### src/hdl/asc_pkg.sv
// Package: types, constants and tables of the annular sector strip generator.
`default_nettype none
package asc_pkg;

  localparam int unsigned DEF_MAX_STEPS       = 360;
  localparam int unsigned DEF_COORD_FRAC_BITS = 8;

  localparam int unsigned ANG_W  = 17;
  localparam int unsigned RAD_W  = 16;
  localparam int unsigned STEP_W = 9;
  localparam int unsigned PTS_W  = 10;
  localparam int unsigned XY_W   = 32;
  localparam int unsigned Z_W    = 25;
  localparam int unsigned DVD_W  = 34;
  localparam int unsigned DVS_W  = 17;
  localparam int unsigned CORDIC_N = 16;

  localparam logic [ANG_W-1:0] TURN_Q8    = 17'd92160;
  localparam logic [ANG_W-1:0] QUARTER_Q8 = 17'd23040;
  localparam logic [RAD_W-1:0] RADIUS_ONE = 16'd256;
  localparam logic [21:0]      INV_PI_DEG_Q16 = 22'd3754936;
  localparam logic signed [XY_W-1:0] CORDIC_GAIN_Q30 = 32'sd652032874;
  localparam logic signed [15:0] TRIG_ONE = 16'sd16384;

  typedef enum logic [1:0] {
    CFG_SHRINK = 2'd0,
    CFG_ROOT   = 2'd1
  } cfg_idx_e;

  typedef struct packed {
    logic                   vld;
    logic signed [XY_W-1:0] x;
    logic signed [XY_W-1:0] y;
    logic signed [Z_W-1:0]  z;
  } cordic_t;

  typedef struct packed {
    logic busy;
    logic done;
  } div_stat_t;

  function automatic logic signed [Z_W-1:0] atan_q16(input int unsigned i);
    logic signed [Z_W-1:0] r;
    case (i)
      0:  r = 25'sd2949120;
      1:  r = 25'sd1740967;
      2:  r = 25'sd919879;
      3:  r = 25'sd466945;
      4:  r = 25'sd234379;
      5:  r = 25'sd117304;
      6:  r = 25'sd58666;
      7:  r = 25'sd29335;
      8:  r = 25'sd14668;
      9:  r = 25'sd7334;
      10: r = 25'sd3667;
      11: r = 25'sd1833;
      12: r = 25'sd917;
      13: r = 25'sd458;
      14: r = 25'sd229;
      15: r = 25'sd115;
      default: r = '0;
    endcase
    return r;
  endfunction

endpackage
`default_nettype wire

### src/hdl/asc_divider.sv
// Restoring divider, one quotient bit per cycle.
`default_nettype none
module asc_divider (
  input  logic                        clk_i,
  input  logic                        rst_ni,
  input  logic                        start_i,
  input  logic [asc_pkg::DVD_W-1:0]   dividend_i,
  input  logic [asc_pkg::DVS_W-1:0]   divisor_i,
  output asc_pkg::div_stat_t          status_o,
  output logic [asc_pkg::DVD_W-1:0]   quo_o
);
  import asc_pkg::*;

  localparam int unsigned CNT_W = $clog2(DVD_W + 1);

  logic [CNT_W-1:0] cnt_d, cnt_q;
  logic [DVD_W-1:0] dvd_d, dvd_q;
  logic [DVS_W-1:0] rem_d, rem_q, dvs_d, dvs_q;
  logic busy_d, busy_q, done_d, done_q;
  logic [DVS_W:0] trial;
  logic bit_q1;

  always_comb begin
    cnt_d  = cnt_q;
    dvd_d  = dvd_q;
    rem_d  = rem_q;
    dvs_d  = dvs_q;
    busy_d = busy_q;
    done_d = 1'b0;
    trial  = {rem_q, dvd_q[DVD_W-1]};
    bit_q1 = (trial >= {1'b0, dvs_q});
    if (start_i) begin
      dvd_d  = dividend_i;
      rem_d  = '0;
      dvs_d  = divisor_i;
      cnt_d  = CNT_W'(DVD_W);
      busy_d = 1'b1;
    end else if (busy_q) begin
      rem_d = bit_q1 ? DVS_W'(trial - {1'b0, dvs_q}) : DVS_W'(trial);
      dvd_d = {dvd_q[DVD_W-2:0], bit_q1};
      cnt_d = cnt_q - 1'b1;
      if (cnt_q == CNT_W'(1)) begin
        busy_d = 1'b0;
        done_d = 1'b1;
      end
    end
  end

  always_ff @(posedge clk_i or negedge rst_ni) begin
    if (!rst_ni) begin
      cnt_q  <= '0;
      busy_q <= 1'b0;
      done_q <= 1'b0;
    end else begin
      cnt_q  <= cnt_d;
      busy_q <= busy_d;
      done_q <= done_d;
    end
  end

  always_ff @(posedge clk_i) begin
    dvd_q <= dvd_d;
    rem_q <= rem_d;
    dvs_q <= dvs_d;
  end

  assign status_o.busy = busy_q;
  assign status_o.done = done_q;
  assign quo_o = dvd_q;
endmodule
`default_nettype wire

### config.mk
export PLATFORM = sky130hd
export DESIGN_NAME = asc_divider
export DESIGN_NICKNAME = d
export VERILOG_FILES = /design/src/hdl/asc_pkg.sv /design/src/hdl/asc_divider.sv
export SDC_FILE = /design/constraint.sdc
export NUM_CORES = 1
export LEC_CHECK = 0
export ABC_AREA = 1
export BUFFER_PORTS_ARGS = -buffer_cell sky130_fd_sc_hd__buf_2
export CAP_MARGIN = 20
export CORE_ASPECT_RATIO = 0.5
export CORE_MARGIN = 5
export CORE_UTILIZATION = 55
export DETAILED_ROUTE_END_ITERATION = 10
export PLACE_DENSITY = 0.8
export SLEW_MARGIN = 40
export SYNTH_ARGS = -nofsm -noshare
export SYNTH_HDL_FRONTEND = slang
export SYNTH_SLANG_ARGS = --single-unit
### constraint.sdc
create_clock -name clk_i -period 2.6 [get_ports clk_i]
set_clock_uncertainty 0.2 [all_clocks]
set_input_delay 0.52 -clock clk_i [delete_from_list [all_inputs] [get_ports clk_i]]
set_output_delay 0.52 -clock clk_i [all_outputs]
set_load 0.02 [all_outputs]
==> metrics.cfg <==
[status]
status=completed

[die]
die_area_um2=9850
die_h_um=72.7
rows=22
coreArea_um2=7490
ioPinCount=90
start_util_pct=57.8
die_width_um=135

[yosys]
synth_xor_area_share_pct=1.42
yosysSeqAreaShare_pct=47.9
synthCells=553
syn-cell-area_um2=4330
yosysMostFrequentCell=nand2_1
synth_top_area_share_pct=35.4
synth.top_cells.by_area=edfxtp_1 35%, nand2_1 20%, dfxtp_1 7.9%, inv_1 6.8%, ha_1 5.5%
synth_top_cell_by_area=edfxtp_1
ys_seq_elements=76
synthSimpleGateAreaFrac_pct=31.3
yosysWarnings=0
synthDistinctLibCells=31
synth-edff-count=51
synth_compound_area_share_pct=3.87
synth.net_count=627
synth_top_family_by_area=simple AND/OR/NAND/NOR gates
yosys.area_share.adder_pct=5.96
ys.flop_type=edfxtp_1
avgSynthCellArea_um2=7.83
async_reset_ff_share_pct=10.5
synthTopCellsByCount=226 x nand2_1, 78 x inv_1, 51 x edfxtp_1
synthMuxAreaShare_pct=0

[power]
p_leak_nw=2.79
peakVddDrop_uv=465
pwr_density_cell_nw_per_um2=887

[route]
vias_per_cell=5.03
drtPass1Iterations=7
initialDrtViolationCount=392
vias=3831
ant_nets=0
drc_errors=0
wl_per_cell_um=13.2
wl_mm=10.0

[clock_network]
clock_path_buffers=2
clk_latency_ns=0.34
cts_made_buffers=9
clock_sinks=76
cts.clk_slew.worst_paths_ns=0.07
cts_tree=yes
postCtsSetupRepairBufs=0
ctsRootBufferMaster=clkbuf_16
cts_max_level=3

[global_route]
grt_max_degree=35
antenna_found_initial=0
grt-ovfl-total=0
grt_pass1_wl_mm=16.4
grt_pass1_vias=3567
gr-usage-all-layers_pct=21.2

[worst_setup_path]
crit_fanout=16
worstSetupEndpoint=rem_q[2]$_SDFFE_PP0P_
start_kind=flop
r2r_start=quo_o[33]$_DFFE_PP_
slowest_delay_ns=0.44
cp-startpoint=quo_o[33]$_DFFE_PP_
r2r-end=rem_q[2]$_SDFFE_PP0P_
r2r_setup_slack_ns=0.21
slowest_stage=fa_1
reg2reg_depth=11
crit_chain=inv_1 -> ha_1 -> inv_1 -> fa_1 -> nand3_1 -> nand3_2 -> nand2_2 -> nand2_2 -> nand2_1 -> nand3_1 -> o21ai_0
crit_type=flop to flop
end_kind=flop
worst_ep_required_time_ns=2.67
crit_arrival_ns=2.46

[layout]
synthToLayoutAreaGrowth_pct=20.0
drive_above_1_share_pct=19.8
fin_area_um2=5190
regArea_um2=2070
finalNonFillerCells=761
multiInputGateArea_um2=1840
antenna_cells=0
nFillCells=625
final_nets=722

[place]
place_inst=744
port_buffers=89
hpwl_mm=7.30
globalplace.congestion=0.955
place_area_um2=4890

[worst_hold_path]
hold_class=input pin to flop

[timing]
tightestPinTransition_ns=0.850
hold_viol=0
finalCritPeriodShare_pct=92.1
tns_ns=0
setup_viol=0
maxSlewViolCount=0
rsz0062_at_grt=false
slew_headroom_pct=43.3
max_freq_ghz=0.418
fin_crit_ns=2.39

[job]
maxCapViolations=0

## worst min-delay path by stage
stage / endpoint / from / depth (start not counted)
after floorplan: busy_q$_DFF_PN0_ / rst_ni / 0
after global placement: done_q$_DFF_PN0_ / rst_ni / 1
after detailed placement: done_q$_DFF_PN0_ / rst_ni / 1
after CTS: dvs_q[13]$_DFFE_PP_ / divisor_i[13] / 1
after global routing: dvs_q[12]$_DFFE_PP_ / divisor_i[12] / 1
final: dvs_q[13]$_DFFE_PP_ / divisor_i[13] / 1
## power by group
group	internal [mW]	leakage, nW	switching (mW)	total, mW
Sequential	1.49	0.776	0.125	1.62
Combinational	0.645	1.87	1.10	1.75
Clock	0.675	0.142	0.563	1.24
Total	2.81	2.79	1.79	4.60
## critical path: cells and delay by family (launching register included)
kind                     cells  cell delay [ns]
AO/OA/AOI/OAI                1             0.10
adder cells (fa/ha/maj)      2             0.58
buffers and inverters        2             0.15
flip-flops                   1             0.38
AND/OR/NAND/NOR              6             0.90
## cell families (layout without fill, tap and decap cells)
| family | after synthesis | in the layout |
|---|---|---|
| flops | 76 | 76 |
| fa+ha+maj | 20 | 20 |
| buf+inv | 97 | 197 |
| xor+xnor | 7 | 7 |
| simple gates | 322 | 322 |
| compound gates | 31 | 31 |
## registers in the layout (all words and copies together) (netlist names)
register and count:
busy_q 1, quo_o 34, cnt_q 6, dvs_q 17, rem_q 17, done_q 1
## per-layer routing
| metal | GRT usage, % | part of all wire [%] |
|---|---|---|
| met1 | 28.7 | 45 |
| met2 | 33.0 | 44 |
| met3 | 6.75 | 9.1 |
| met4 | 5.92 | 1.3 |
| met5 | 0 | 0 |
## cell type report
| class | count | area share [%] |
|---|---|---|
| clock buffer | 9 | 4.34 |
| tap | 108 | 2.60 |
| sequential | 76 | 39.9 |
| multi-input combinational | 380 | 35.5 |
| timing repair buffer | 101 | 10.6 |
| clock inverter | 7 | 1.30 |
| inverter | 80 | 5.78 |
## through the flow
| stage | total power, mW | utilization (%) | setup WS (ns) | hold slack [ns] |
|---|---|---|---|---|
| after floorplan | 2.94 | - | 0.332 | 0.0244 |
| after detailed placement | 3.34 | 65.3 | 0.235 | 0.174 |
| after CTS | 4.60 | 69.4 | 0.239 | 0.138 |
| after global placement | 3.33 | 65.3 | 0.335 | 0.171 |
| final | 4.60 | 69.4 | 0.206 | 0.146 |
| after global routing | 4.93 | 69.4 | 0.0528 | 0.129 |
## timing repair
item / in CTS / in global routing
hold buffers: 1 / 0
endpoints found under the hold margin: 8 / 0
resized for setup: 0 / 0
## cells in the final DEF, fill, tap and decap left out
cell type,synthesis,routed
dfrtp_1,8,8
a22oi_1,1,1
nand2_2,5,5
inv_1,78,78
o21ai_1,5,5
nand4_1,1,1
fa_1,1,1
buf_12,0,1
nor3_1,5,5
clkinvlp_4,0,1
dfxtp_1,17,17
clkinv_1,2,2
and2_1,1,1
xor2_1,2,2
dlygate4sd3_1,0,1
a31oi_1,1,1
o21ai_0,10,10
clkinv_4,0,1
xnor2_1,5,5
o21bai_2,1,1
inv_6,0,2
nor2_2,2,3
nor2_1,23,22
ha_1,19,19
clkbuf_16,0,9
nand3b_1,8,8
nand3_1,46,46
a21oi_1,12,12
nand2_1,226,226
buf_4,3,10
inv_8,0,3
o21bai_1,1,1
edfxtp_1,51,51
nor4_1,1,1
nand3_2,4,4
buf_2,0,89
(Power assumes the default switching activity.)
