## src/hdl/asc_pkg.sv

```systemverilog
// Package: types, constants and tables of the annular sector strip generator.
`default_nettype none
package asc_pkg;

  localparam int unsigned DEF_MAX_STEPS       = 360;
  localparam int unsigned DEF_COORD_FRAC_BITS = 8;

  localparam int unsigned ANG_W  = 17;
  localparam int unsigned RAD_W  = 16;
  localparam int unsigned STEP_W = 9;
  localparam int unsigned PTS_W  = 10;
  localparam int unsigned XY_W   = 32;
  localparam int unsigned Z_W    = 25;
  localparam int unsigned DVD_W  = 34;
  localparam int unsigned DVS_W  = 17;
  localparam int unsigned CORDIC_N = 16;

  localparam logic [ANG_W-1:0] TURN_Q8    = 17'd92160;
  localparam logic [ANG_W-1:0] QUARTER_Q8 = 17'd23040;
  localparam logic [RAD_W-1:0] RADIUS_ONE = 16'd256;
  localparam logic [21:0]      INV_PI_DEG_Q16 = 22'd3754936;
  localparam logic signed [XY_W-1:0] CORDIC_GAIN_Q30 = 32'sd652032874;
  localparam logic signed [15:0] TRIG_ONE = 16'sd16384;

  typedef enum logic [1:0] {
    CFG_SHRINK = 2'd0,
    CFG_ROOT   = 2'd1
  } cfg_idx_e;

  typedef struct packed {
    logic                   vld;
    logic signed [XY_W-1:0] x;
    logic signed [XY_W-1:0] y;
    logic signed [Z_W-1:0]  z;
  } cordic_t;

  typedef struct packed {
    logic busy;
    logic done;
  } div_stat_t;

  function automatic logic signed [Z_W-1:0] atan_q16(input int unsigned i);
    logic signed [Z_W-1:0] r;
    case (i)
      0:  r = 25'sd2949120;
      1:  r = 25'sd1740967;
      2:  r = 25'sd919879;
      3:  r = 25'sd466945;
      4:  r = 25'sd234379;
      5:  r = 25'sd117304;
      6:  r = 25'sd58666;
      7:  r = 25'sd29335;
      8:  r = 25'sd14668;
      9:  r = 25'sd7334;
      10: r = 25'sd3667;
      11: r = 25'sd1833;
      12: r = 25'sd917;
      13: r = 25'sd458;
      14: r = 25'sd229;
      15: r = 25'sd115;
      default: r = '0;
    endcase
    return r;
  endfunction

endpackage
`default_nettype wire

```

## src/hdl/asc_cordic_cell.sv

```systemverilog
// One CORDIC rotation cell of the sine/cosine chain.
`default_nettype none
module asc_cordic_cell #(
  parameter int unsigned IDX = 0
) (
  input  logic            clk_i,
  input  logic            rst_ni,
  input  asc_pkg::cordic_t cell_i,
  output asc_pkg::cordic_t cell_o
);
  import asc_pkg::*;

  cordic_t cell_d, cell_q;
  logic signed [XY_W-1:0] dx, dy;
  logic signed [Z_W-1:0]  ang;

  always_comb begin
    dx  = cell_i.y >>> IDX;
    dy  = cell_i.x >>> IDX;
    ang = atan_q16(IDX);
    cell_d.vld = cell_i.vld;
    if (cell_i.z >= 0) begin
      cell_d.x = cell_i.x - dx;
      cell_d.y = cell_i.y + dy;
      cell_d.z = cell_i.z - ang;
    end else begin
      cell_d.x = cell_i.x + dx;
      cell_d.y = cell_i.y - dy;
      cell_d.z = cell_i.z + ang;
    end
  end

  always_ff @(posedge clk_i or negedge rst_ni) begin
    if (!rst_ni) begin
      cell_q <= '0;
    end else begin
      cell_q <= cell_d;
    end
  end

  assign cell_o = cell_q;
endmodule
`default_nettype wire

```

## config.mk

```make
export PLATFORM = sky130hd
export DESIGN_NAME = asc_cordic_cell
export DESIGN_NICKNAME = d
export VERILOG_FILES = /design/src/hdl/asc_pkg.sv /design/src/hdl/asc_cordic_cell.sv
export SDC_FILE = /design/constraint.sdc
export NUM_CORES = 1
export LEC_CHECK = 0
export BUFFER_PORTS_ARGS = -buffer_cell sky130_fd_sc_hd__buf_2
export CORE_ASPECT_RATIO = 0.9
export CORE_MARGIN = 2
export CORE_UTILIZATION = 51
export DETAILED_ROUTE_END_ITERATION = 8
export PLACE_DENSITY = 0.79
export SETUP_SLACK_MARGIN = 0.1
export SLEW_MARGIN = 20
export SYNTH_ARGS = -nofsm -noshare
export SYNTH_HDL_FRONTEND = slang
export SYNTH_SLANG_ARGS = --single-unit
```

## constraint.sdc

```tcl
create_clock -name clk_i -period 0.8 [get_ports clk_i]
set_input_delay 0.16 -clock clk_i [delete_from_list [all_inputs] [get_ports clk_i]]
set_output_delay 0.16 -clock clk_i [all_outputs]
set_load 0.01 [all_outputs]
```

==> results of run 1 <==
==> metrics by stage <==
| stage | utilization, % | std cells | TNS [ps] | setup slack (ps) | cell area, um2 |
|---|---|---|---|---|---|
| after CTS | 91.47 | 1701 | -90080 | -1504 | 14070 |
| after detailed placement | 77.89 | 1605 | -101230 | -1979 | 11990 |
| after global placement | 77.89 | 1605 | -97800 | -1923 | 11990 |
| after floorplan | - | 952 | -68640 | -1617 | 8726 |
==> logic make-up after synthesis <==
group	Yosys count	share of synthesized area [%]
AND/OR/NAND/NOR	212	12.94
flip-flops	89	27.81
XOR/XNOR	67	7.328
AO/OA/AOI/OAI	310	24.73
adder cells (fa/ha/maj)	114	18.19
buffers and inverters	146	7.250
multiplexers	14	1.750
==> timing repair <==
item / CTS
pin swaps: 151
setup buffers: 75
hold endpoints to repair: 107
resized for setup: 256
hold buffers: 19
endpoints found under the setup margin: 160
==> Yosys cell counts (4+ instances only) <==
library cell | count | area, um2
sky130_fd_sc_hd__a211oi_1 | 10 | 75.07
sky130_fd_sc_hd__a21o_1 | 17 | 127.6
sky130_fd_sc_hd__a21oi_1 | 117 | 585.6
sky130_fd_sc_hd__a221o_1 | 5 | 50.05
sky130_fd_sc_hd__a31oi_1 | 8 | 50.05
sky130_fd_sc_hd__and2_1 | 6 | 37.54
sky130_fd_sc_hd__and3_1 | 5 | 31.28
sky130_fd_sc_hd__buf_1 | 8 | 30.03
sky130_fd_sc_hd__buf_2 | 8 | 40.04
sky130_fd_sc_hd__buf_4 | 4 | 30.03
sky130_fd_sc_hd__clkbuf_1 | 21 | 78.83
sky130_fd_sc_hd__clkinv_1 | 4 | 15.01
sky130_fd_sc_hd__dfrtp_1 | 89 | 2227
sky130_fd_sc_hd__fa_1 | 4 | 80.08
sky130_fd_sc_hd__ha_1 | 110 | 1376
sky130_fd_sc_hd__inv_1 | 99 | 371.6
sky130_fd_sc_hd__mux2i_1 | 14 | 140.1
sky130_fd_sc_hd__nand2_1 | 33 | 123.9
sky130_fd_sc_hd__nand2b_1 | 7 | 43.79
sky130_fd_sc_hd__nand3_1 | 16 | 80.08
sky130_fd_sc_hd__nand4_1 | 6 | 37.54
sky130_fd_sc_hd__nor2_1 | 73 | 274.0
sky130_fd_sc_hd__nor2b_1 | 15 | 93.84
sky130_fd_sc_hd__nor3_1 | 23 | 115.1
sky130_fd_sc_hd__nor4_1 | 6 | 37.54
sky130_fd_sc_hd__o211ai_1 | 8 | 60.06
sky130_fd_sc_hd__o21a_1 | 9 | 67.56
sky130_fd_sc_hd__o21ai_0 | 56 | 280.3
sky130_fd_sc_hd__o21bai_1 | 26 | 195.2
sky130_fd_sc_hd__o31ai_1 | 7 | 52.55
sky130_fd_sc_hd__or3_1 | 7 | 43.79
sky130_fd_sc_hd__xnor2_1 | 57 | 499.2
sky130_fd_sc_hd__xor2_1 | 10 | 87.58
==> flow_summary.ini, run 1 <==
[outcome]
run_status = stopped before the end
failed_stage = global routing
error = [ERROR DPL-0038] Utilization greater than 100%, impossible to legalize

[logic_synthesis]
synthesis.area_per_instance_um2 = 8.411
synth_async_reset_ratio_pct = 100.0
synthCells = 952
yosys_warnings = 0
synth_edf_count = 0
share_of_synthesized_area_occupied_by_flip_flops_and_latches_pct = 27.81
postSynthNetCount = 1158
synthesis.area_um2 = 8008
primary_flip_flop_cell_chosen_by_synthesis_mapping = sky130_fd_sc_hd__dfrtp_1
number_of_storage_elements_in_the_synthesis_netlist = 89
post_synth_num_cell_types = 72

[timing]
crit_endpoint = cell_o[86]$_DFF_PN0_/D
worstEpCategory = register data pin

[floorplan]
die_h_um = 122.9
start_util_pct = 52.04
io_pins = 182
floorplan.die.width_um = 136.1
rows = 43

[clocking]
clock-sinks = 89
cts_buffers = 9
clock_tree.buffer_depth = 2
htree_levels = 3
root_buffer = sky130_fd_sc_hd__clkbuf_16

[global_routing]
grt_start_max_net_pins = 48

[place]
gpl.final_weighted_congestion = 1.050
hpwlAfterDp_mm = 24.94
buffer_ports.inserted = 181
==> inputs of run 2 (changes only) <==
--- a/config.mk
+++ b/config.mk
@@ -6,12 +6,10 @@
 export NUM_CORES = 1
 export LEC_CHECK = 0
 export BUFFER_PORTS_ARGS = -buffer_cell sky130_fd_sc_hd__buf_2
-export CORE_ASPECT_RATIO = 0.9
 export CORE_MARGIN = 2
-export CORE_UTILIZATION = 51
+export CORE_UTILIZATION = 40
 export DETAILED_ROUTE_END_ITERATION = 8
-export PLACE_DENSITY = 0.79
-export SETUP_SLACK_MARGIN = 0.1
+export PLACE_DENSITY_LB_ADDON = 0.15
 export SLEW_MARGIN = 20
 export SYNTH_ARGS = -nofsm -noshare
 export SYNTH_HDL_FRONTEND = slang
==> constraint.sdc (replaced) <==
create_clock -name clk_i -period 1 [get_ports clk_i]
set_input_delay 0.2 -clock clk_i [delete_from_list [all_inputs] [get_ports clk_i]]
set_output_delay 0.2 -clock clk_i [all_outputs]
set_load 0.01 [all_outputs]
==> run 2 against run 1 <==
The flow now finishes, with violations (setup timing). Area after synthesis unchanged. Synthesized cell count stayed put.
==> flow_summary.ini, run 2 <==
[outcome]
run_status = complete, but fails checks
failed_checks = setup timing

[logic_synthesis]
synth_edf_count = 0
synthCells = 952
share_of_synthesized_area_occupied_by_flip_flops_and_latches_pct = 27.81
synthesis.area_per_instance_um2 = 8.411
yosys_warnings = 0
postSynthNetCount = 1158
number_of_storage_elements_in_the_synthesis_netlist = 89
synthesis.area_um2 = 8008
yosys.cell_count.top_type = sky130_fd_sc_hd__a21oi_1
netlist_top_cells_area = sky130_fd_sc_hd__dfrtp_1 28%, sky130_fd_sc_hd__ha_1 17%, sky130_fd_sc_hd__a21oi_1 7.3%
netlist_top_cells_count = 117 x sky130_fd_sc_hd__a21oi_1, 110 x sky130_fd_sc_hd__ha_1, 99 x sky130_fd_sc_hd__inv_1, 89 x sky130_fd_sc_hd__dfrtp_1, 73 x sky130_fd_sc_hd__nor2_1
post_synth_num_cell_types = 72
synth_largest_area_cell = sky130_fd_sc_hd__dfrtp_1
primary_flip_flop_cell_chosen_by_synthesis_mapping = sky130_fd_sc_hd__dfrtp_1
synth.top_cell.area_share_pct = 27.81
synth_async_reset_ratio_pct = 100.0

[global_routing]
grt_start_max_net_pins = 41
antenna_violations_before_repair = 0
grt_first_pass_wirelength_mm = 49.09
overflow = 0
globalRouteTotalUtil_pct = 28.64
first_global_vias = 9421

[finish]
area_growth_syn_to_layout_pct = 86.36
layout.cells.most_common_list = 322 x sky130_fd_sc_hd__buf_4, 139 x sky130_fd_sc_hd__buf_2, 89 x sky130_fd_sc_hd__dfrtp_1
n_diodes = 0
number_of_fillers_in_the_final_layout = 1338
post-route-cell-area_um2 = 14920
multiInputGateArea_um2 = 6908
largest_reg_flops = 89
design.final.nets = 1708
most_common_library_cell_in_the_layout_ignoring_fill_and_taps = sky130_fd_sc_hd__buf_4
post_route_cells_drive_above_1_share_pct = 56.07
area.sequential_um2 = 2227
instances_no_fill = 1772

[floorplan]
core_um2 = 19530
design.die.area_um2 = 21170
start_util_pct = 41.01
die_h_um = 145.5
floorplan.die.width_um = 145.5
rows = 51
io_pins = 182

[clocking]
htree_levels = 3
clock_tree.buffer_depth = 2
clk_pin_slew_ps = 60
clock-sinks = 89
tritoncts = yes
root_buffer = sky130_fd_sc_hd__clkbuf_16
cts_buffers = 9

[worst_setup_path]
end_kind = flip-flop
path_delay_family = compound AO/OA/AOI/OAI gates
path_class = input port to flip-flop
worst-endpoint-arrival_ps = 2630
slowest_cell_delay_on_critical_path_ps = 560
path_cells = buf_6 > ha_4 > or4_4 > or2_4 > a211oi_4 > o21ai_4 > a21oi_4 > o211ai_4 > a2111oi_2 > nor3_1 > xnor2_1
worstSetupPathDepth = 11
critical_path_peak_fanout = 3
slowest_stage = sky130_fd_sc_hd__or4_4
timing.critical_path.required_ps = 1230
worst-path-buf-inv = 1
critPathLaunchType = input port

[place]
dpl.cell_count = 1677
hpwlAfterDp_mm = 23.65
buffer_ports.inserted = 181
gpl.final_weighted_congestion = 0.9738
placed_area_um2 = 12160

[power]
switchingPower_mw = 6.535
ir_drop_mv = 0.8469
sw_frac_of_total_pct = 37.48
design_power_total_mw = 17.44
power.leakage_nw = 6.989
seqPwrFrac_pct = 25.8
pwr_dens_nw_per_um2 = 1168
pwr-share-comb_pct = 53.0
internal_power_mw = 10.90
clock_group_share_of_total_power_pct = 21.2

[routing]
detail_route.iter0.violations = 553
viasPerCell = 5.306
drt-pass1-iter-count = 5
drt.antenna.violating_nets = 0
routed_wire_length_per_instance_um = 18.56
remaining_drc_errors = 0
drt-total-wl_mm = 32.88
dr_total_vias = 9402

[timing]
worst_pin_slew_ps = 549.8
final_count_of_pins_violating_max_slew = 0
setup_ws_final_ps = -1395
relSlewSlack_pct = 63.35
timing.hold.ws_ps = 38.17
layout_worst_path_cycle_share_pct = 239.5
setup_repair_after_global_routing_missed_its_margin = true
timing.fmax_mhz = 417.6
finalCriticalPeriod_ps = 2395
timing.final.setup_violations = 154
hold_violations = 0

[worst_hold_path]
cells_on_worst_hold_path = 2
min-delay-path-class = input port to flip-flop

[job]
max-cap-violations = 0
[run 2: cell counts after synthesis]
No cell type changed its count.
[run 2: final timing paths]
| path | start | slack [ps] | endpoint |
|---|---|---|---|
| max in group asynchronous | rst_ni | 310 | cell_o[71] |
| min in group asynchronous | rst_ni | 250 | cell_o[61] |
| setup / recovery | cell_i[72] | -1390 | cell_o[56] |
| hold / removal | cell_i[16] | 40 | cell_o[16] |
[run 2: area by class of cell]
type / instances / share of cell area [%]
clock inverters: 7 / 0.5701
well taps: 265 / 2.222
flip-flops and latches: 89 / 14.92
inverters: 104 / 3.647
clock buffers: 9 / 1.509
multi-input cells: 717 / 46.29
repair buffers: 581 / 30.84
[run 2: repair_timing]
item,4_1_cts,5_1_grt
hold buffers,18,0
resized for setup,223,185
pin swaps,124,122
buffers inserted,42,34
endpoints found under the hold margin,106,0
endpoints found under the setup margin,155,154
[run 2: cells by family (layout without fill, tap and decap cells)]
logic type	after synthesis	count (layout)	synth area share, %
fa+ha+maj	114	114	18.19
simple gates	212	212	12.94
compound gates	310	310	24.73
flops	89	89	27.81
mux	14	14	1.750
xor+xnor	67	67	7.328
buf+inv	146	701	7.250
[run 2: metrics by stage]
stage / util [%] / TNS (ps) / setup slack [ps]
final: 76.43 / -65080 / -1395
after detailed placement: 62.26 / -87240 / -1842
after floorplan: - / -57720 / -1457
after global placement: 62.26 / -86630 / -1819
after CTS: 71.33 / -63160 / -1369
after global routing: 76.43 / -71040 / -1485
[run 2: per-layer routing]
metal,wire length [um],global-route usage (%),up-vias
li1,-,-,4434
met1,13710,36.18,4547
met2,16580,50.45,345
met3,1529,3.135,76
met4,1064,10.74,0
met5,0,0,-
[run 2: power groups by stage]
stage / clock, mW / sequential [mW] / combinational (mW)
after floorplan: 0 / 4.91 / 3.26
after global placement: 0 / 4.52 / 7.11
after global routing: 3.89 / 4.57 / 9.79
after detailed placement: 0 / 4.53 / 7.14
after CTS: 3.76 / 4.48 / 8.20
final: 3.70 / 4.50 / 9.24
No activity file was read; power rests on OpenSTA's default activity.
